**src/rtl/trle_pkg.sv**
```systemverilog
// Package with the shared configuration type and register map of the TGA RLE pixel decoder.
`timescale 1ns / 1ps

package trle_pkg;

	// Register indexes on the configuration port (byte address is four times the index).
	localparam logic [1:0] REG_CHANNELS    = 2'd0;
	localparam logic [1:0] REG_COMPRESSED  = 2'd1;
	localparam logic [1:0] REG_PIXEL_COUNT = 2'd2;

	localparam int unsigned ADDR_W = 4;

	// Header byte fields.
	localparam logic [7:0] RUN_BIT  = 8'b1000_0000;
	localparam logic [7:0] LEN_MASK = 8'b0111_1111;

	typedef struct packed {
		logic [2:0]  channels;
		logic        compressed;
		logic [31:0] pixel_count;
	} cfg_t;

endpackage

```
**src/rtl/tga_rle_pixel_decoder.sv**
```systemverilog
// Top level of the TGA run-length pixel decoder with its configuration registers.
`timescale 1ns / 1ps

// The decoder takes the body of a TGA image one byte per beat on the input channel
// (in_valid, in_stall, data_byte) and delivers one beat per decoded pixel or run on
// the output channel (out_valid, out_stall, pixel_value, repeat_count, image_done,
// overrun). Header bytes and bytes that do not finish a pixel give no output beat.
// Throughput is one byte per cycle while in_stall is low: the front part updates
// all packet and pixel state in the cycle a byte is accepted, so the next byte
// follows directly. A pixel beat is written into a two-entry queue at the edge
// that accepts the byte completing it, and moves into the output register once
// that register is empty or its beat leaves. The front keeps taking bytes while
// a finished pixel waits for the receiver.
// When the receiver stalls, the output register holds its beat and the queue fills;
// in_stall rises only once the queue is full.
// Reset clears all decode state and the queue; the next byte then begins a new image
// whose pixel total is loaded from pixel_count. Registers return to three channels,
// compressed mode and a total of one pixel. Registers sit on an APB-style port:
// channels at 0x0, compressed at 0x4 and pixel_count at 0x8. They are to be written
// only while the decoder is idle; the block itself does not enforce this.

module tga_rle_pixel_decoder #(
	parameter int MAX_CHANNELS = 4
) (
	input  logic                          clk,
	input  logic                          arst_n,
	input  logic                          psel,
	input  logic                          penable,
	input  logic                          pwrite,
	input  logic [trle_pkg::ADDR_W-1:0]   paddr,
	input  logic [31:0]                   pwdata,
	output logic [31:0]                   prdata,
	output logic                          pready,
	input  logic                          in_valid,
	output logic                          in_stall,
	input  logic [7:0]                    data_byte,
	output logic                          out_valid,
	input  logic                          out_stall,
	output logic [8*MAX_CHANNELS-1:0]     pixel_value,
	output logic [7:0]                    repeat_count,
	output logic                          image_done,
	output logic                          overrun
);

	localparam int BEAT_W = 8 * MAX_CHANNELS + 10;

	trle_pkg::cfg_t cfg_q;

	logic              accept;
	logic              push;
	logic [BEAT_W-1:0] push_data;
	logic              q_full;
	logic              q_not_empty;
	logic [BEAT_W-1:0] q_head;
	logic              pop;
	logic [BEAT_W-1:0] out_data;
	logic              wr_en;

	// Configuration registers.
	assign pready = 1'b1;
	assign wr_en  = psel & penable & pwrite;

	always_ff @(posedge clk or negedge arst_n) begin
		if (!arst_n) begin
			cfg_q.channels    <= 3'd3;
			cfg_q.compressed  <= 1'b1;
			cfg_q.pixel_count <= 32'd1;
		end else if (wr_en) begin
			unique case (paddr[3:2])
				trle_pkg::REG_CHANNELS:    cfg_q.channels    <= pwdata[2:0];
				trle_pkg::REG_COMPRESSED:  cfg_q.compressed  <= pwdata[0];
				trle_pkg::REG_PIXEL_COUNT: cfg_q.pixel_count <= pwdata;
				default:                   cfg_q             <= cfg_q;
			endcase
		end
	end

	always_comb begin
		unique case (paddr[3:2])
			trle_pkg::REG_CHANNELS:    prdata = {29'd0, cfg_q.channels};
			trle_pkg::REG_COMPRESSED:  prdata = {31'd0, cfg_q.compressed};
			trle_pkg::REG_PIXEL_COUNT: prdata = cfg_q.pixel_count;
			default:                   prdata = 32'd0;
		endcase
	end

	// The input is held off only while the queue has no room for a pixel beat.
	assign in_stall = q_full;
	assign accept   = in_valid & ~q_full;

	trle_front #(
		.MAX_CHANNELS(MAX_CHANNELS)
	) u_front (
		.clk       (clk),
		.arst_n    (arst_n),
		.cfg       (cfg_q),
		.accept    (accept),
		.data_byte (data_byte),
		.push      (push),
		.push_data (push_data)
	);

	trle_queue #(
		.WIDTH(BEAT_W)
	) u_queue (
		.clk       (clk),
		.arst_n    (arst_n),
		.push      (push),
		.push_data (push_data),
		.pop       (pop),
		.full      (q_full),
		.not_empty (q_not_empty),
		.head      (q_head)
	);

	trle_back #(
		.WIDTH(BEAT_W)
	) u_back (
		.clk         (clk),
		.arst_n      (arst_n),
		.q_not_empty (q_not_empty),
		.q_head      (q_head),
		.pop         (pop),
		.out_stall   (out_stall),
		.out_valid   (out_valid),
		.out_data    (out_data)
	);

	assign pixel_value  = out_data[BEAT_W-1 -: 8*MAX_CHANNELS];
	assign repeat_count = out_data[9:2];
	assign image_done   = out_data[1];
	assign overrun      = out_data[0];

endmodule

```
**src/rtl/trle_front.sv**
```systemverilog
// Front part: accepts stream bytes, tracks packets and pixels, and produces pixel beats.
`timescale 1ns / 1ps

module trle_front #(
	parameter int MAX_CHANNELS = 4
) (
	input  logic                        clk,
	input  logic                        arst_n,
	input  trle_pkg::cfg_t              cfg,
	input  logic                        accept,
	input  logic [7:0]                  data_byte,
	output logic                        push,
	output logic [8*MAX_CHANNELS+9:0]   push_data
);

	localparam int PIX_W = 8 * MAX_CHANNELS;

	localparam logic [1:0] PH_HEADER = 2'd0;
	localparam logic [1:0] PH_RUN    = 2'd1;
	localparam logic [1:0] PH_RAW    = 2'd2;

	logic [1:0]       phase_q, phase_d;
	logic [7:0]       ppl_q, ppl_d;
	logic             ovr_q, ovr_d;
	logic [1:0]       idx_q, idx_d;
	logic [PIX_W-1:0] asm_q, asm_d, asm_new;
	logic [31:0]      ipl_q, ipl_d;

	logic [31:0] ipl;
	logic [2:0]  eff;
	logic        complete;
	logic [1:0]  idx_next;
	logic        emit;
	logic [7:0]  cnt;
	logic [7:0]  cnt_e;
	logic        emit_ovr;
	logic [7:0]  hdr_cnt;
	logic [7:0]  ppl_dec;
	logic [31:0] ipl_after;

	always_comb begin
		// A new image begins when the previous one is finished.
		if (ipl_q == 32'd0) begin
			ipl = (cfg.pixel_count == 32'd0) ? 32'd1 : cfg.pixel_count;
		end else begin
			ipl = ipl_q;
		end

		if (cfg.channels == 3'd0) begin
			eff = 3'd1;
		end else if (cfg.channels > 3'(MAX_CHANNELS)) begin
			eff = 3'(MAX_CHANNELS);
		end else begin
			eff = cfg.channels;
		end

		asm_new = asm_q;
		for (int k = 0; k < MAX_CHANNELS; k++) begin
			if (idx_q == 2'(k)) begin
				asm_new[8*k +: 8] = asm_q[8*k +: 8] | data_byte;
			end
		end

		complete = ({1'b0, idx_q} + 3'd1) >= eff;
		idx_next = complete ? 2'd0 : idx_q + 2'd1;

		phase_d  = phase_q;
		ppl_d    = ppl_q;
		ovr_d    = ovr_q;
		idx_d    = idx_next;
		asm_d    = asm_new;
		emit     = 1'b0;
		cnt      = 8'd1;
		emit_ovr = 1'b0;
		hdr_cnt  = {1'b0, data_byte[6:0]} + 8'd1;
		ppl_dec  = (ppl_q != 8'd0) ? ppl_q - 8'd1 : 8'd0;

		if (!cfg.compressed) begin
			if (complete) begin
				phase_d = PH_HEADER;
				ppl_d   = 8'd0;
				ovr_d   = 1'b0;
				emit    = 1'b1;
			end
		end else begin
			unique case (phase_q)
				PH_RUN: begin
					if (complete) begin
						cnt      = ppl_q;
						ppl_d    = 8'd0;
						phase_d  = PH_HEADER;
						emit     = 1'b1;
						emit_ovr = ovr_q;
					end
				end
				PH_RAW: begin
					if (complete) begin
						ppl_d    = ppl_dec;
						if (ppl_dec == 8'd0) begin
							phase_d = PH_HEADER;
						end
						emit     = 1'b1;
						emit_ovr = ovr_q;
					end
				end
				default: begin
					// Packet header; the unused phase code lands here too.
					if ({24'd0, hdr_cnt} > ipl) begin
						ppl_d = ipl[7:0];
						ovr_d = 1'b1;
					end else begin
						ppl_d = hdr_cnt;
						ovr_d = 1'b0;
					end
					idx_d   = 2'd0;
					asm_d   = '0;
					phase_d = ((data_byte & trle_pkg::RUN_BIT) != 8'd0) ? PH_RUN : PH_RAW;
				end
			endcase
		end

		// Clamp the count to what remains of the image.
		cnt_e = (cnt == 8'd0) ? 8'd1 : cnt;
		if ({24'd0, cnt_e} > ipl) begin
			cnt_e = ipl[7:0];
		end
		ipl_after = ipl - {24'd0, cnt_e};

		ipl_d = ipl;
		if (emit) begin
			ipl_d = ipl_after;
			asm_d = '0;
		end
	end

	assign push      = accept & emit;
	assign push_data = {asm_new, cnt_e, (ipl_after == 32'd0), emit_ovr};

	always_ff @(posedge clk or negedge arst_n) begin
		if (!arst_n) begin
			phase_q <= PH_HEADER;
			ppl_q   <= 8'd0;
			ovr_q   <= 1'b0;
			idx_q   <= 2'd0;
			asm_q   <= '0;
			ipl_q   <= 32'd0;
		end else if (accept) begin
			phase_q <= phase_d;
			ppl_q   <= ppl_d;
			ovr_q   <= ovr_d;
			idx_q   <= idx_d;
			asm_q   <= asm_d;
			ipl_q   <= ipl_d;
		end
	end

endmodule

```
**src/rtl/trle_queue.sv**
```systemverilog
// Two-entry queue that decouples the front part from the output stage.
`timescale 1ns / 1ps

module trle_queue #(
	parameter int WIDTH = 42
) (
	input  logic             clk,
	input  logic             arst_n,
	input  logic             push,
	input  logic [WIDTH-1:0] push_data,
	input  logic             pop,
	output logic             full,
	output logic             not_empty,
	output logic [WIDTH-1:0] head
);

	logic [WIDTH-1:0] mem_q [2];
	logic             wr_q;
	logic             rd_q;
	logic [1:0]       count_q;

	assign full      = count_q == 2'd2;
	assign not_empty = count_q != 2'd0;
	assign head      = mem_q[rd_q];

	always_ff @(posedge clk) begin
		if (push) begin
			mem_q[wr_q] <= push_data;
		end
	end

	always_ff @(posedge clk or negedge arst_n) begin
		if (!arst_n) begin
			wr_q    <= 1'b0;
			rd_q    <= 1'b0;
			count_q <= 2'd0;
		end else begin
			if (push) begin
				wr_q <= ~wr_q;
			end
			if (pop) begin
				rd_q <= ~rd_q;
			end
			case ({push, pop})
				2'b10:   count_q <= count_q + 2'd1;
				2'b01:   count_q <= count_q - 2'd1;
				default: count_q <= count_q;
			endcase
		end
	end

endmodule

```
**src/rtl/trle_back.sv**
```systemverilog
// Back part: output register that presents pixel beats to the receiver.
`timescale 1ns / 1ps

module trle_back #(
	parameter int WIDTH = 42
) (
	input  logic             clk,
	input  logic             arst_n,
	input  logic             q_not_empty,
	input  logic [WIDTH-1:0] q_head,
	output logic             pop,
	input  logic             out_stall,
	output logic             out_valid,
	output logic [WIDTH-1:0] out_data
);

	logic             valid_q;
	logic [WIDTH-1:0] data_q;

	// Refill whenever the register is empty or its beat leaves this cycle.
	assign pop       = q_not_empty & (~valid_q | ~out_stall);
	assign out_valid = valid_q;
	assign out_data  = data_q;

	always_ff @(posedge clk) begin
		if (pop) begin
			data_q <= q_head;
		end
	end

	always_ff @(posedge clk or negedge arst_n) begin
		if (!arst_n) begin
			valid_q <= 1'b0;
		end else if (pop) begin
			valid_q <= 1'b1;
		end else if (!out_stall) begin
			valid_q <= 1'b0;
		end
	end

endmodule

```
**config.mk**
```make
export PLATFORM = sky130hd
export DESIGN_NAME = tga_rle_pixel_decoder
export DESIGN_NICKNAME = d
export VERILOG_FILES = /design/src/rtl/trle_pkg.sv /design/src/rtl/tga_rle_pixel_decoder.sv /design/src/rtl/trle_front.sv /design/src/rtl/trle_queue.sv /design/src/rtl/trle_back.sv
export SDC_FILE = /design/constraint.sdc
export NUM_CORES = 1
export LEC_CHECK = 0
export BUFFER_PORTS_ARGS = -buffer_cell sky130_fd_sc_hd__buf_2
export CAP_MARGIN = 20
export CORE_AREA = 5 5 213 215
export DETAILED_ROUTE_END_ITERATION = 16
export DIE_AREA = 0 0 218 220
export PLACE_DENSITY = 0.48
export SLEW_MARGIN = 20
export SYNTH_ARGS = -nofsm -noshare
export SYNTH_HDL_FRONTEND = slang
export SYNTH_SLANG_ARGS = --single-unit
```
**constraint.sdc**
```tcl
create_clock -name clk -period 6.9 [get_ports clk]
set_input_delay 1.38 -clock clk [delete_from_list [all_inputs] [get_ports clk]]
set_output_delay 1.38 -clock clk [all_outputs]
set_load 0.005 [all_outputs]
```
**Word-level counts from Yosys, hierarchy flattened**

Memories as Yosys holds them, arrays and structs flattened. A register that Yosys moved wholly into a read port is not among the register bits.
Index checks and enable logic that the tools add are counted.

- Bits in registers: 118
- RAM bits: 84
- Input port bits: 51
- Output and inout port bits: 77
- Word-level logic and storage cells: 121
- Memories: 1

- Add/sub/neg operators: 7
- $lt $le $gt $ge: 4
- Equality and inequality tests: 14
- Mux-type cells: 48
- Bitwise operators: 15
- Reductions and logical operators: 19

Memories:

| name | depth | bits a word | rd ports | clocked after Yosys merged registers in | wr ports | line | source |
|---|---|---|---|---|---|---|---|
| u_queue.mem_q | 2 | 42 | 1 | 1 | 1 | trle_queue.sv:17 | `logic [WIDTH-1:0] mem_q [2];` |

Operators by type and width:

| kind | count |
|---|---|
| 32-bit two-way mux | 6 |
| 8-bit two-way mux | 14 |
| 32-bit zero test | 3 |
| 32-bit case mux with 3 select lines | 1 |
| 8-bit by 32-bit greater-than comparator with 1-bit output | 2 |
| 8-bit bitwise OR | 4 |
| 32-bit by 8-bit subtractor with 32-bit output | 1 |
| 8-bit zero test | 2 |
| 2-bit two-way mux | 8 |
| 8-bit case mux with 2 select lines | 1 |
| 1-bit two-way mux | 14 |
| 2-bit == test (second input constant) | 6 |
| 7-bit by 1-bit adder with 8-bit output (second input constant) | 1 |
| 2-bit by 1-bit == test with 1-bit output (second input constant) | 4 |
| 2-bit case mux with 2 select lines | 2 |
| 2-bit AND reduction | 4 |
| 8-bit nonzero test | 1 |
| 8-bit by 1-bit subtractor with 8-bit output (second input constant) | 1 |
| 3-bit two-way mux | 2 |
| 3-bit by 2-bit inequality test with 1-bit output (second input constant) | 2 |
| 3-bit AND reduction | 2 |
| 2-bit nonzero test | 3 |
| 1-bit AND | 5 |
| 1-bit inverter | 5 |
| other kinds (11) | 13 |

**Logic depth before layout (Yosys ltp)**

Gate-level depths: netlist of run 1.

- Depth after elaboration: 13
- Gate-level depth with buffers: 32
- Depth with buffers taken out: 29

**By module**

A second synthesis of run 1 with hierarchy kept.

- Cells, all modules: 1141
- Area total of the unflattened synthesis: 12976.2 sq um

By module, submodules not included:

| module | times used | cells an instance | area an instance (sq um) | seq. area each (sq um) |
|---|---|---|---|---|
| trle_front | 1 | 825 | 6596.3 | 1926.8 |
| trle_queue | 1 | 147 | 3419.5 | 2622.5 |
| tga_rle_pixel_decoder | 1 | 124 | 1655.3 | 905.9 |
| trle_back | 1 | 45 | 1305.0 | 1286.2 |

**Least setup slack after synthesis of run 1**

No wires, ideal clock.

- Kind: register to register
- Start point: reg u_front.ipl_q[27]
- End point: mem u_queue.mem_q[0][1] (data pin)
- Library setup time: 197 ps
- Arrival: 7414 ps
- Slack: -711 ps
- Cell stages (with the launch flop): 29
- Buffers on the path: 5
- Period minus slack after synthesis: 7611 ps
- Cell sequence: dfrtp_1 or4_1 nor3_1 and3_1 clkbuf_1 clkbuf_1 buf_1 a21oi_1 ha_1 o21a_1 o21a_1 o21a_1 o21a_1 o211ai_1 a211oi_1 buf_2 mux2i_1 ha_1 inv_1 fa_1 a211oi_1 nor2_1 o22a_1 clkbuf_1 a2111oi_0 xnor2_1 nand3_1 or4_1 nor4_1

- Cells in the longest elaborated chain, start to end: 6

RTL lines:

| element | line | source |
|---|---|---|
| start: declaration | trle_front.sv:27 | `logic [31:0] ipl_q, ipl_d;` |
| start signal: assignment | trle_front.sv:153 | `ipl_q <= ipl_d;` |
| 32-bit zero test | trle_front.sv:43 | `if (ipl_q == 32'd0) begin` |
| 32-bit two-way mux (*) | trle_front.sv:43 |  |
| 8-bit by 32-bit greater-than comparator with 1-bit output | trle_front.sv:124 | `if ({24'd0, cnt_e} > ipl) begin` |
| 8-bit two-way mux (*) | trle_front.sv:124 |  |
| named net push_data[2] | tga_rle_pixel_decoder.sv:51 | `logic [BEAT_W-1:0] push_data;` |
| 32-bit by 8-bit subtractor with 32-bit output (*) | trle_front.sv:127 | `ipl_after = ipl - {24'd0, cnt_e};` |
| 32-bit zero test (*) | trle_front.sv:137 | `assign push_data = {asm_new, cnt_e, (ipl_after == 32'd0), emit_ovr};` |
| named net push_data[1] | tga_rle_pixel_decoder.sv:51 |  |
| end: declaration | trle_queue.sv:17 |  |

The timed path passes the listed nets; every way through them passes the cells marked *.

**Worst setup path in the final report of run 1**

- Start point: reg cfg_q[33] (netlist bit)
- End point: mem u_queue.mem_q[0][1] (data pin)

- Cells in the longest elaborated chain, start to end: 13
- Elaborated cells between the ends (all ways): 14
- Those cells by class: add/sub (1); order compare (3); mux (7); reduce/logical (3)

RTL lines:

| element | line | source |
|---|---|---|
| start: declaration | tga_rle_pixel_decoder.sv:47 | `trle_pkg::cfg_t cfg_q;` |
| start signal: assignment | tga_rle_pixel_decoder.sv:73 | `default: cfg_q <= cfg_q;` |
| 3-bit greater-than comparator | trle_front.sv:51 | `end else if (cfg.channels > 3'(MAX_CHANNELS)) begin` |
| 3-bit two-way mux | trle_front.sv:51 |  |
| 3-bit two-way mux (*) | trle_front.sv:49 | `if (cfg.channels == 3'd0) begin` |
| 3-bit >= comparator (*) | trle_front.sv:64 | `complete = ({1'b0, idx_q} + 3'd1) >= eff;` |
| 8-bit two-way mux (*) | trle_front.sv:88 | `if (complete) begin` |
| 8-bit two-way mux (*) | trle_front.sv:86 | `unique case (phase_q)` |
| 8-bit two-way mux (*) | trle_front.sv:78 | `if (!cfg.compressed) begin` |
| 8-bit zero test | trle_front.sv:123 | `cnt_e = (cnt == 8'd0) ? 8'd1 : cnt;` |
| 8-bit two-way mux (*) | trle_front.sv:123 |  |
| 8-bit by 32-bit greater-than comparator with 1-bit output | trle_front.sv:124 |  |
| 8-bit two-way mux (*) | trle_front.sv:124 |  |
| named net push_data[2] | tga_rle_pixel_decoder.sv:51 |  |
| 32-bit by 8-bit subtractor with 32-bit output (*) | trle_front.sv:127 |  |
| 32-bit zero test (*) | trle_front.sv:137 |  |
| named net push_data[1] | tga_rle_pixel_decoder.sv:51 |  |

Marked as above.

==> metrics.md, run 1 <==
| Metric | Value |
|---|---|
| Status | `completed` |
| Starting DRT DRC Count | `~530` |
| Share of the synthesized area in the top cell type | `0.2946` |
| RSZ-0062 raised after global routing | `false` |
| Total track usage | `0.1555` |
| Leak | `6.530 nW` |
| CTS Buffer Depth | `3` |
| Worst Path Arrival | `slightly above 7 ns` |
| Post-synthesis sequential area ratio | `0.5249` |
| Worst slew margin | `0.2933` |
| Power Dens Cells | `387.9 nW/µm²` |
| F_max | `between 0.15 and 0.2 GHz` |
| Worst-path maximum fanout | `4` |
| Crit path launch type | `flop` |
| FF+latch count, synth | `around 240` |
| Finish-stage setup viols | `0` |
| Synth Instances | `1,185` |
| Initial Util | `0.2949` |
| Critical path class | `flop to flop` |
| Cell taking the most area after synthesis | `edfxtp_1` |
| Worst path slowest cell | `or4_4` |
| Routed len/inst | `roughly 19 µm` |
| Fin. max-slew vios | `0` |
| GRT overflow | `0` |
| Most used DFF post-synth | `edfxtp_1` |
| Layout Nets | `between 1k and 1.5k` |
| Num Clock Sinks | `244` |
| Area contributors post-synth | `edfxtp_1, dfrtp_1, mux2_2` |
| CTS Buf Count | `28` |
| Area Overhead vs Synth | `23.57%` |
| Clock Skews | `0.01524 ns` |
| Die area | `roughly 48,000 µm²` |
| Max Cap Viol | `0` |
| Post-Synth XOR/XNOR Area | `0.01296` |
| Routed Antenna Nets | `0` |
| Synth warn | `0` |
| Logic pwr share | `0.394` |
| Vias in the first global route | `10.05k` |
| Mapped Area | `approximately 13,000 µm²` |
| Simple-gate portion of the synthesized area | `0.1347` |
| Largest family of logic cells by synthesized area | `compound AO/OA/AOI/OAI gates` |
| H-tree Lvls | `1` |
| Worst IR drop on VDD | `0.1894 mV` |
| Power share of the sequential group | `0.378` |
| Area share of fa/ha/maj cells after synthesis | `0.03761` |
| Clock network power share | `0.228` |
| Net Sw Frac | `0.3701` |
| Top delay family on crit path | `compound AO/OA/AOI/OAI gates` |
| Largest net degree at the start of global routing | `59` |
| Via count | `10.05k` |
| Compound-Gate Fraction of Synth Area | `0.1641` |
| Final setup TNS | `0 ns` |
| Worst Path Required | `~7.3 ns` |
| Crit. End Element | `flop` |
| Initial antenna violation count | `0` |
| Async SR Flop Fraction | `0.4836` |
| Period utilization | `0.9561` |
| Number of distinct library cells after synthesis | `between 60 and 70` |
| Worst Hold Class | `flop to flop` |
| GP Congestion | `between 0.8 and 0.9` |
| IO Count | `roughly 130` |
| Vias per Instance | `5.005` |
| Sequential cell area | `6743 µm²` |
| CP peak stage delay | `around 0.55 ns` |
| DRC | `0` |
| Global-route wire length before repair | `between 50,000 and 60,000 µm` |
| Clock Pin Slew Worst Setup and Hold Paths | `~0.060 ns` |
| Cell internal pwr | `3.877 mW` |
| ANT cells | `0` |
| Syn_nets | `1,274` |
| HPWL Detailed | `26,750 µm` |
| Die X | `~220 µm` |
| Worst Tran Pin Value | `~1.1 ns` |
| Final wirelength | `between 30,000 and 40,000 µm` |
| Period minus WS final | `6.597 ns` |
| CTS tree | `built` |
| Skew-Pair Late Insertion Delay | `0.57 ns` |
| DRT Pass-1 Iters | `5` |
| Post-synth EDFFs | `126` |
| Power consumption | `between 6 and 7 mW` |
| Proportion of synthesized area in mux cells | `0.09158` |
| CTS Hold Bufs | `0` |
| FILL cells | `4,410` |
| Die H | `~220 µm` |
| Final hold vios | `0` |
| Ratio of cells with drive above 1 in the final layout | `0.2806` |
| Area of the multi-input gates | `just under 6000 µm²` |
| Port bufs | `approximately 120` |
| Core area | `43,550 µm²` |
| Row count | `77` |
| Crit path buf inv count | `6` |
| Mean Syn Cell Area | `around 11 µm²` |
| Sw Pwr | `2.278 mW` |
| Top cell by count, worst path | `o21a_1` |
| Clk root buf | `clkbuf_16` |
-- worst register-to-register path, delay by kind of cell, from the launching register on --
family	cells	cell delay (ns)
muxes	1	0.23
DFF	1	0.52
buffers and inverters	6	0.63
and+or+nand+nor	8	1.53
AOI/OAI and AO/OA	13	2.46
adders and majority gates	4	1.09
-- cell type report --
type	instances	area share
Clock inverter	6	0.003627
Multi-Input combinational cell	829	0.3677
Inverter	50	0.01183
Tap cell	592	0.04668
Clock buffer	46	0.05093
Sequential cell	244	0.4249
Timing Repair Buffer	240	0.09438
-- stage by stage --
step	std cells	utilization	hold WS [ns]	setup WS, ns	instance area, µm²
after floorplan	1185	-	0.4506	0.09214	12870
after global placement	1952	0.3413	0.4636	0.05388	14860
after detailed placement	1952	0.3413	0.4724	0.002801	14860
after CTS	2005	0.3616	0.4861	0.01243	15750
after global routing	2007	0.3644	0.5072	0.01427	15870
final	2007	0.3644	0.4821	0.3026	15870
-- power groups by stage --
| stage | sequential [mW] | combinational (mW) | clock (mW) |
|---|---|---|---|
| after floorplan | 2.26 | 1.41 | 0 |
| after global placement | 2.35 | 2.34 | 0 |
| after detailed placement | 2.36 | 2.36 | 0 |
| after CTS | 2.33 | 2.39 | 1.46 |
| after global routing | 2.38 | 2.69 | 1.51 |
| final | 2.32 | 2.43 | 1.40 |
-- cell families after synthesis --
family / Yosys count
other: 1
AND/OR/NAND/NOR: 344
XOR/XNOR: 19
buffers and inverters: 112
flip-flops: 244
adder cells (fa/ha/maj): 38
multiplexers: 108
AO/OA/AOI/OAI: 319
-- layer usage --
metal | share of wire | global-route usage
met1 | 0.44 | 0.2023
met2 | 0.49 | 0.2705
met3 | 0.042 | 0.02198
met4 | 0.029 | 0.04626
met5 | 0 | 0
-- final timing paths --
kind	from	end	cells past startpoint	slack [ns]
max	cfg_q[33]	u_queue.mem_q[0][1]	32	0.30
min	u_front.asm_q[17]	u_front.asm_q[17]	2	0.48
max reg2reg	cfg_q[33]	u_queue.mem_q[0][1]	32	0.30
min reg2reg	u_front.asm_q[17]	u_front.asm_q[17]	2	0.48
max in group asynchronous	arst_n	u_queue.count_q[0]	2	4.99
min in group asynchronous	arst_n	cfg_q[30]	1	0.80
-- sequential cells by signal (all words and copies together) (netlist names), 2 cells and up --
register / count
cfg_q: 36
u_back.out_data: 42
u_front.asm_q: 32
u_front.idx_q: 2
u_front.ipl_q: 32
u_front.phase_q: 2
u_front.ppl_q: 8
u_queue.count_q: 2
u_queue.mem_q: 84
-- synthesized netlist by cell type (14+ instances only) --
master and count:
dfrtp_1 114, nand4_1 19, mux2i_1 32, and2_1 32, ha_1 37, nor3_1 23, clkbuf_1 54, nand3_1 18
nor4_1 18, o21ai_0 62, a21o_1 34, edfxtp_1 126, nor2_1 59, o22a_1 14, nand2_1 107, a21boi_0 25
a21oi_1 74, mux2_2 76, inv_1 49
-- cells in the final DEF (no fill, tap or decap), types with 7 or more instances in the layout --
cell,count
dfrtp_1,113
edfxtp_1,126
o22a_1,13
nand2b_1,11
o21ai_0,61
o211ai_1,9
a21oi_1,70
a31oi_1,12
inv_1,49
a22oi_1,13
o21a_1,13
nor2b_1,8
nand2_1,106
and2_1,32
a21boi_0,25
ha_1,36
or4_1,9
nor4_1,16
xnor2_1,12
xor2_1,7
o31ai_1,9
nor2_1,57
buf_2,123
a21o_1,34
nor3_1,22
mux2i_1,31
nand4_1,19
and3_1,8
mux2_2,76
or3_1,12
buf_4,116
clkbuf_16,28
nand3_1,17
clkbuf_1,14
-- repair_timing --
action | in CTS | in global routing
resized for setup | 2 | 20
setup endpoints to repair | 2 | 5
hold endpoints to repair | 0 | 0
pin swaps | 2 | 9
setup buffers | 1 | 2
No activity file was read; power rests on OpenSTA's default activity.
==> run 2: changes to the inputs <==
Settings changed: BUFFER_PORTS_ARGS -buffer_cell sky130_fd_sc_hd__buf_2 to -buffer_cell sky130_fd_sc_hd__clkbuf_2, GPL_TIMING_DRIVEN set to 1.
==> metrics.md, run 2 (synthesis results as in run 1) <==
| Metric | Value |
|---|---|
| Status | `completed` |
| Top cell by count, worst path | `o21a_1` |
| Die area | `47,960 µm² (unchanged)` |
| Worst Hold Class | `flop to flop` |
| F_max | `0.1513 GHz (-0.19%)` |
| Placement Cell Area | `14,890 µm² (+0.20%)` |
| Final hold vios | `0 (unchanged)` |
| Worst R2R Start | `cfg_q[33]` |
| Port bufs | `124 (unchanged)` |
| Layout Nets | `1,489 (+0.47%)` |
| CP peak stage delay | `0.53 ns (-0.02 ns)` |
| Area Overhead vs Synth | `25.34%` |
| Crit. End Element | `flop` |
| CTS Buf Count | `29 (+3.6%)` |
| Worst IR drop on VDD | `0.2076 mV (+9.6%)` |
| Power consumption | `6.379 mW (+3.6%)` |
| CTS Buffer Depth | `3 (unchanged)` |
| Crit path buf inv count | `6 (unchanged)` |
| Row count | `77 (unchanged)` |
| Finish-stage setup viols | `0 (unchanged)` |
| GP Congestion | `0.8702 (+1.8%)` |
| Starting DRT DRC Count | `605 (+15%)` |
| CTS tree | `built` |
| Hold depth | `2 (unchanged)` |
| Largest register by flop count | `u_queue.mem_q` |
| Period utilization | `0.9580 (+0.001809)` |
| DRC | `0 (unchanged)` |
| Top delay family on crit path | `compound AO/OA/AOI/OAI gates` |
| Initial Util | `0.2949 (unchanged)` |
| Largest net degree at the start of global routing | `48 (-19%)` |
| Routed len/inst | `18.92 µm (-0.49%)` |
| Crit path launch type | `flop` |
| Max Cap Viol | `0 (unchanged)` |
| Period minus WS final | `6.610 ns (+0.01248 ns)` |
| IO Count | `128 (unchanged)` |
| Worst path slowest cell | `dfstp_2` |
| Crit Reg-Reg Endpoint | `u_queue.mem_q[0][1]` |
| Via count | `10.11k (+0.61%)` |
| Final non-filler cell area | `16,100 µm² (+1.4%)` |
| DRT Pass-1 Iters | `5 (unchanged)` |
| Dpl cells | `1,956 (+0.20%)` |
| Routed Antenna Nets | `0 (unchanged)` |
| Ratio of cells with drive above 1 in the final layout | `0.2940 (+0.01339)` |
| Initial antenna violation count | `0 (unchanged)` |
| H-tree Lvls | `1 (unchanged)` |
| Reg2reg path depth | `32 (unchanged)` |
| Critical path class | `flop to flop` |
| Commonest non-fill, non-tap cells in the layout | `edfxtp_1, clkbuf_2, buf_4, dfrtp_1, nand2_1` |
| Clock Skews | `0.01640 ns (+0.001163 ns)` |
| Vias per Instance | `5.018 (+0.26%)` |
| Final wirelength | `38,100 µm (-0.14%)` |
| Vias in the first global route | `10.31k (+2.6%)` |
| Worst Path Required | `7.33 ns (about the same)` |
| Clk root buf | `clkbuf_16` |
| Total track usage | `0.1554 (about the same)` |
| Worst Tran Pin Value | `1.086 ns (+0.02572 ns)` |
| Fin. max-slew vios | `0 (unchanged)` |
| Die X | `218 µm (unchanged)` |
| Worst Path Arrival | `7.04 ns (about the same)` |
| GRT overflow | `0 (unchanged)` |
| Die H | `220 µm (unchanged)` |
| Skew-Pair Late Insertion Delay | `0.57 ns (about the same)` |
| Final core occ | `0.3696 (+0.005229)` |
| Reg2reg setup slack | `0.29 ns (about the same)` |
| Worst-path maximum fanout | `7 (+3)` |
| Most common library cell in the layout ignoring fill and taps | `edfxtp_1` |
| Max reg flops | `84 (unchanged)` |
| Min-Delay Startpoint | `u_front.asm_q[29]` |
| Core area | `43,550 µm² (unchanged)` |
| Clock Pin Slew Worst Setup and Hold Paths | `0.06 ns (about the same)` |
| Worst slew margin | `0.2762 (-0.01715)` |
| Hold_ws | `0.4817 ns (-0.0003760 ns)` |
| Hold Path Sink | `u_front.asm_q[29]` |
| Power Dens Cells | `396.3 nW/µm² (+2.2%)` |
| Final Non-Filler Cells | `2,014 (+0.35%)` |
| Num Clock Sinks | `244 (unchanged)` |
| Global-route wire length before repair | `59,090 µm (+1.0%)` |
| Leak | `6.640 nW (+1.7%)` |
| ANT cells | `0 (unchanged)` |
| HPWL Detailed | `26,890 µm (+0.50%)` |
-- run 2: cell count changes in the layout (fill, tap and decap cells not counted), moves of 4 or more --
cell	previous run	this run
buf_2	123	0
clkbuf_8	4	0
buf_4	116	121
clkbuf_2	0	123
clkbuf_1	14	5
bufinv_16	0	4
-- run 2: routing by layer --
metal / vias up / wire length (µm) / global-route usage
met1: 4997 / 16570 / 0.1993
met4: 0 / 868 / 0.04270
met3: 47 / 1607 / 0.02006
li1: 4838 / - / -
met2: 225 / 19050 / 0.2768
met5: - / 0 / 0
-- run 2: per-stage QoR --
stage	setup slack (ns)	TNS, ns
after floorplan	0.09214	0
after global routing	-0.02964	-0.05913
after CTS	0.02824	0
after detailed placement	-0.1076	-0.2151
final	0.2901	0
after global placement	-0.07852	-0.1570
-- run 2: where the power goes --
group	internal, mW	switching, mW
registers	2.03	0.305
logic	1.09	1.40
clock network	0.929	0.632
-- run 2: tightest hold or removal path, cell delays in order (launching register included) --
cell     delay, ns
dfrtp_1       0.34
nand2_1       0.04
o21ai_0       0.06
-- run 2: how the worst max path moves through the flow --
stage | start | to | slack (ns) | cells past startpoint
6_report | cfg_q[33] | u_queue.mem_q[0][1] | 0.29 | 32
5_1_grt | cfg_q[33] | u_queue.mem_q[0][1] | -0.03 | 32
4_1_cts | cfg_q[33] | u_queue.mem_q[1][1] | 0.03 | 31
3_5_place_dp | cfg_q[15] | u_queue.mem_q[0][1] | -0.11 | 28
3_3_place_gp | cfg_q[15] | u_queue.mem_q[0][1] | -0.08 | 28
2_1_floorplan | u_front.ipl_q[27] | u_queue.mem_q[0][1] | 0.09 | 28
-- run 2: timing repair --
item                                   in CTS  in global routing
gates resized for setup                     3                 30
pin swaps                                   1                 15
hold buffers                                0                  0
setup buffers                               1                  4
setup endpoints to repair                   2                  4
endpoints found under the hold margin       0                  0
-- run 2: area by class of cell --
type | count | area, µm²
well taps | 592 | 740.7
inverters | 50 | 187.7
flip-flops and latches | 244 | 6743
fillers | 4420 | 27450
clock buffers | 34 | 744.5
multi-input cells | 829 | 5907
clock inverters | 19 | 227.7
repair buffers | 246 | 1546
==> run 3: changes to the inputs <==
Settings changed: PLACE_DENSITY 0.48 to unset.
Clock period 6.9 ns to 6.7 ns, I/O delays scaled along.
==> metrics.md, run 3 (synthesis results as in run 1) <==
| Metric | Value |
|---|---|
| Area Overhead vs Synth | `26.92%` |
| ANT cells | `0 (unchanged)` |
| Final hold vios | `0 (unchanged)` |
| GRT overflow | `0 (unchanged)` |
| Max reg flops | `84 (unchanged)` |
| Core area | `43,550 µm² (unchanged)` |
| Slack of the critical path | `0.1415 ns (-0.1487 ns)` |
| Crit path launch type | `flop` |
| Worst IR drop on VDD | `0.1755 mV (-15%)` |
| Cell internal pwr | `4.248 mW (+5.0%)` |
| Initial antenna violation count | `0 (unchanged)` |
| FILL cells | `4,383 (-0.84%)` |
| Die X | `218 µm (unchanged)` |
| F_max | `0.1525 GHz (+0.78%)` |
| CTS Buf Count | `28 (-3.4%)` |
| Crit Reg-Reg Endpoint | `u_queue.mem_q[1][1]` |
| CTS Buffer Depth | `3 (unchanged)` |
| Placement Cell Area | `15,020 µm² (+0.85%)` |
| CTS tree | `built` |
| Clock Pin Slew Worst Setup and Hold Paths | `0.06 ns (about the same)` |
| Worst Path Required | `7.01 ns (-0.32 ns)` |
| Worst Path Arrival | `6.87 ns (-0.17 ns)` |
| Initial Util | `0.2949 (unchanged)` |
| Num Clock Sinks | `244 (unchanged)` |
| Power consumption | `6.634 mW (+4.0%)` |
| Vias per Instance | `5.046 (+0.55%)` |
| Routed Antenna Nets | `0 (unchanged)` |
| Worst Hold Class | `flop to flop` |
| Worst slack, placed | `-0.1719 ns (-0.06436 ns)` |
| Reg2reg setup slack | `0.14 ns (-0.15 ns)` |
| Row count | `77 (unchanged)` |
| Power Dens Cells | `407.0 nW/µm² (+2.7%)` |
| Crit. End Element | `flop` |
| Area of the multi-input gates | `5921 µm² (+0.23%)` |
| Starting DRT DRC Count | `672 (+11%)` |
| Ratio of cells with drive above 1 in the final layout | `0.3058 (+0.01187)` |
| Via count | `10.26k (+1.5%)` |
| Worst slew margin | `0.2746 (-0.001616)` |
| Leak | `6.740 nW (+1.5%)` |
| Total track usage | `0.1503 (-0.005105)` |
| Critical path class | `flop to flop` |
| Vias in the first global route | `10.21k (-0.93%)` |
| Worst R2R Start | `cfg_q[33]` |
| Clock Skews | `0.008673 ns (-0.007731 ns)` |
| Hold_ws | `0.4797 ns (-0.001997 ns)` |
| Die H | `220 µm (unchanged)` |
| Top cell by count, worst path | `o21a_1` |
| Status | `completed` |
| CP peak stage delay | `0.53 ns (about the same)` |
| Net Sw Frac | `0.3597 (-0.006055)` |
| Finish-stage setup viols | `0 (unchanged)` |
| Largest register by flop count | `u_queue.mem_q` |
| Port bufs | `124 (unchanged)` |
| Commonest non-fill, non-tap cells in the layout | `buf_4, edfxtp_1, clkbuf_2, dfrtp_1, nand2_1` |
| Hold depth | `2 (unchanged)` |
| Global-route wire length before repair | `57,480 µm (-2.7%)` |
| Sequential cell area | `6743 µm² (unchanged)` |
| Worst Tran Pin Value | `1.088 ns (+0.002424 ns)` |
| Min-Delay Startpoint | `u_front.asm_q[25]` |
| Final setup TNS | `0 ns (unchanged)` |
| Most common library cell in the layout ignoring fill and taps | `buf_4` |
| Largest net degree at the start of global routing | `77 (+60%)` |
| DRC | `0 (unchanged)` |
| Sw Pwr | `2.386 mW (+2.3%)` |
| Die area | `47,960 µm² (unchanged)` |
| Hold Path Sink | `u_front.asm_q[25]` |
| Clk root buf | `clkbuf_16` |
| Max Cap Viol | `0 (unchanged)` |
| HPWL Detailed | `26,580 µm (-1.1%)` |
| Period utilization | `0.9789 (+0.02094)` |
| IO Count | `128 (unchanged)` |
| CTS Hold Bufs | `0 (unchanged)` |
| Skew-Pair Late Insertion Delay | `0.56 ns (about the same)` |
| H-tree Lvls | `1 (unchanged)` |
| GP Congestion | `0.9098 (+4.6%)` |
| Logic pwr share | `0.400 (+0.010)` |
| Routed len/inst | `18.34 µm (-3.1%)` |
| Layout Nets | `1,509 (+1.3%)` |
| Worst-path maximum fanout | `5 (-2)` |
| Period minus WS final | `6.559 ns (-0.05132 ns)` |
| Power share of the sequential group | `0.359 (-0.007)` |
| Clock network power share | `0.240 (-0.005)` |
| Final non-filler cell area | `16,300 µm² (+1.3%)` |
| Worst path slowest cell | `dfstp_2` |
| Final wirelength | `37,290 µm (-2.1%)` |
| DRT Pass-1 Iters | `4 (-1)` |
| Fin. max-slew vios | `0 (unchanged)` |
| Reg2reg path depth | `33 (+3.1%)` |
==> run 3: changes by cell type in the layout (fill, tap and decap cells not counted), moves of 2 or more <==
cell,previous run,this run
clkinv_2,5,3
clkinvlp_4,3,1
buf_4,121,139
nand2_1,106,104
ha_1,35,33
clkbuf_8,0,5
nand2_2,1,3
clkbuf_1,5,7
==> run 3: through the flow <==
| step | utilization | std cells |
|---|---|---|
| after floorplan | - | 1185 |
| after global placement | 0.3449 | 1969 |
| after detailed placement | 0.3449 | 1969 |
| after CTS | 0.3697 | 2028 |
| after global routing | 0.3743 | 2034 |
| final | 0.3743 | 2034 |
==> run 3: worst max path at each step <==
stage | from | endpoint | slack, ns | cells after the start
2_1_floorplan | u_front.ipl_q[27] | u_queue.mem_q[0][1] | 0.05 | 28
3_3_place_gp | cfg_q[33] | u_queue.mem_q[1][1] | -0.15 | 32
3_5_place_dp | cfg_q[33] | u_queue.mem_q[1][1] | -0.17 | 32
4_1_cts | cfg_q[33] | u_queue.mem_q[1][1] | 0.01 | 33
5_1_grt | cfg_q[33] | u_queue.mem_q[1][1] | -0.08 | 32
6_report | cfg_q[33] | u_queue.mem_q[1][1] | 0.14 | 33
==> run 3: power groups by stage <==
stage	registers, mW	clock network (mW)	logic [mW]
6_report	2.38	1.59	2.66
4_1_cts	2.39	1.64	2.58
3_3_place_gp	2.40	0	2.46
5_1_grt	2.44	1.70	2.89
2_1_floorplan	2.33	0	1.47
3_5_place_dp	2.41	0	2.50
==> run 3: what timing repair did <==
item / CTS / global route
setup endpoints to repair: 2 / 5
cloned: 0 / 0
pin swaps: 11 / 23
gates resized for setup: 12 / 25
setup buffers: 7 / 5
==> run 3: layout make-up <==
class,instances,area share
Clock buffer,40,0.04882
Clock inverter,12,0.01128
Inverter,50,0.01151
Multi-Input combinational cell,829,0.3632
Sequential cell,244,0.4137
Tap cell,592,0.04544
Timing Repair Buffer,267,0.1060
==> run 3: metal layers <==
metal  up-vias  part of all wire  global-route usage
li1       4882                 -                   -
met1      5028              0.43              0.1917
met2       271              0.49              0.2623
met3        82             0.044             0.02267
met4         0             0.035             0.04982
met5         -                 0                   0
==> run 3: worst max-delay path, delay by kind of cell, from the launching register on <==
family / cells / cell delay, ns
buffers and inverters: 7 / 0.79
AOI/OAI and AO/OA: 14 / 2.48
DFF: 1 / 0.53
adders and majority gates: 4 / 1.05
and+or+nand+nor: 7 / 1.20
muxes: 1 / 0.26
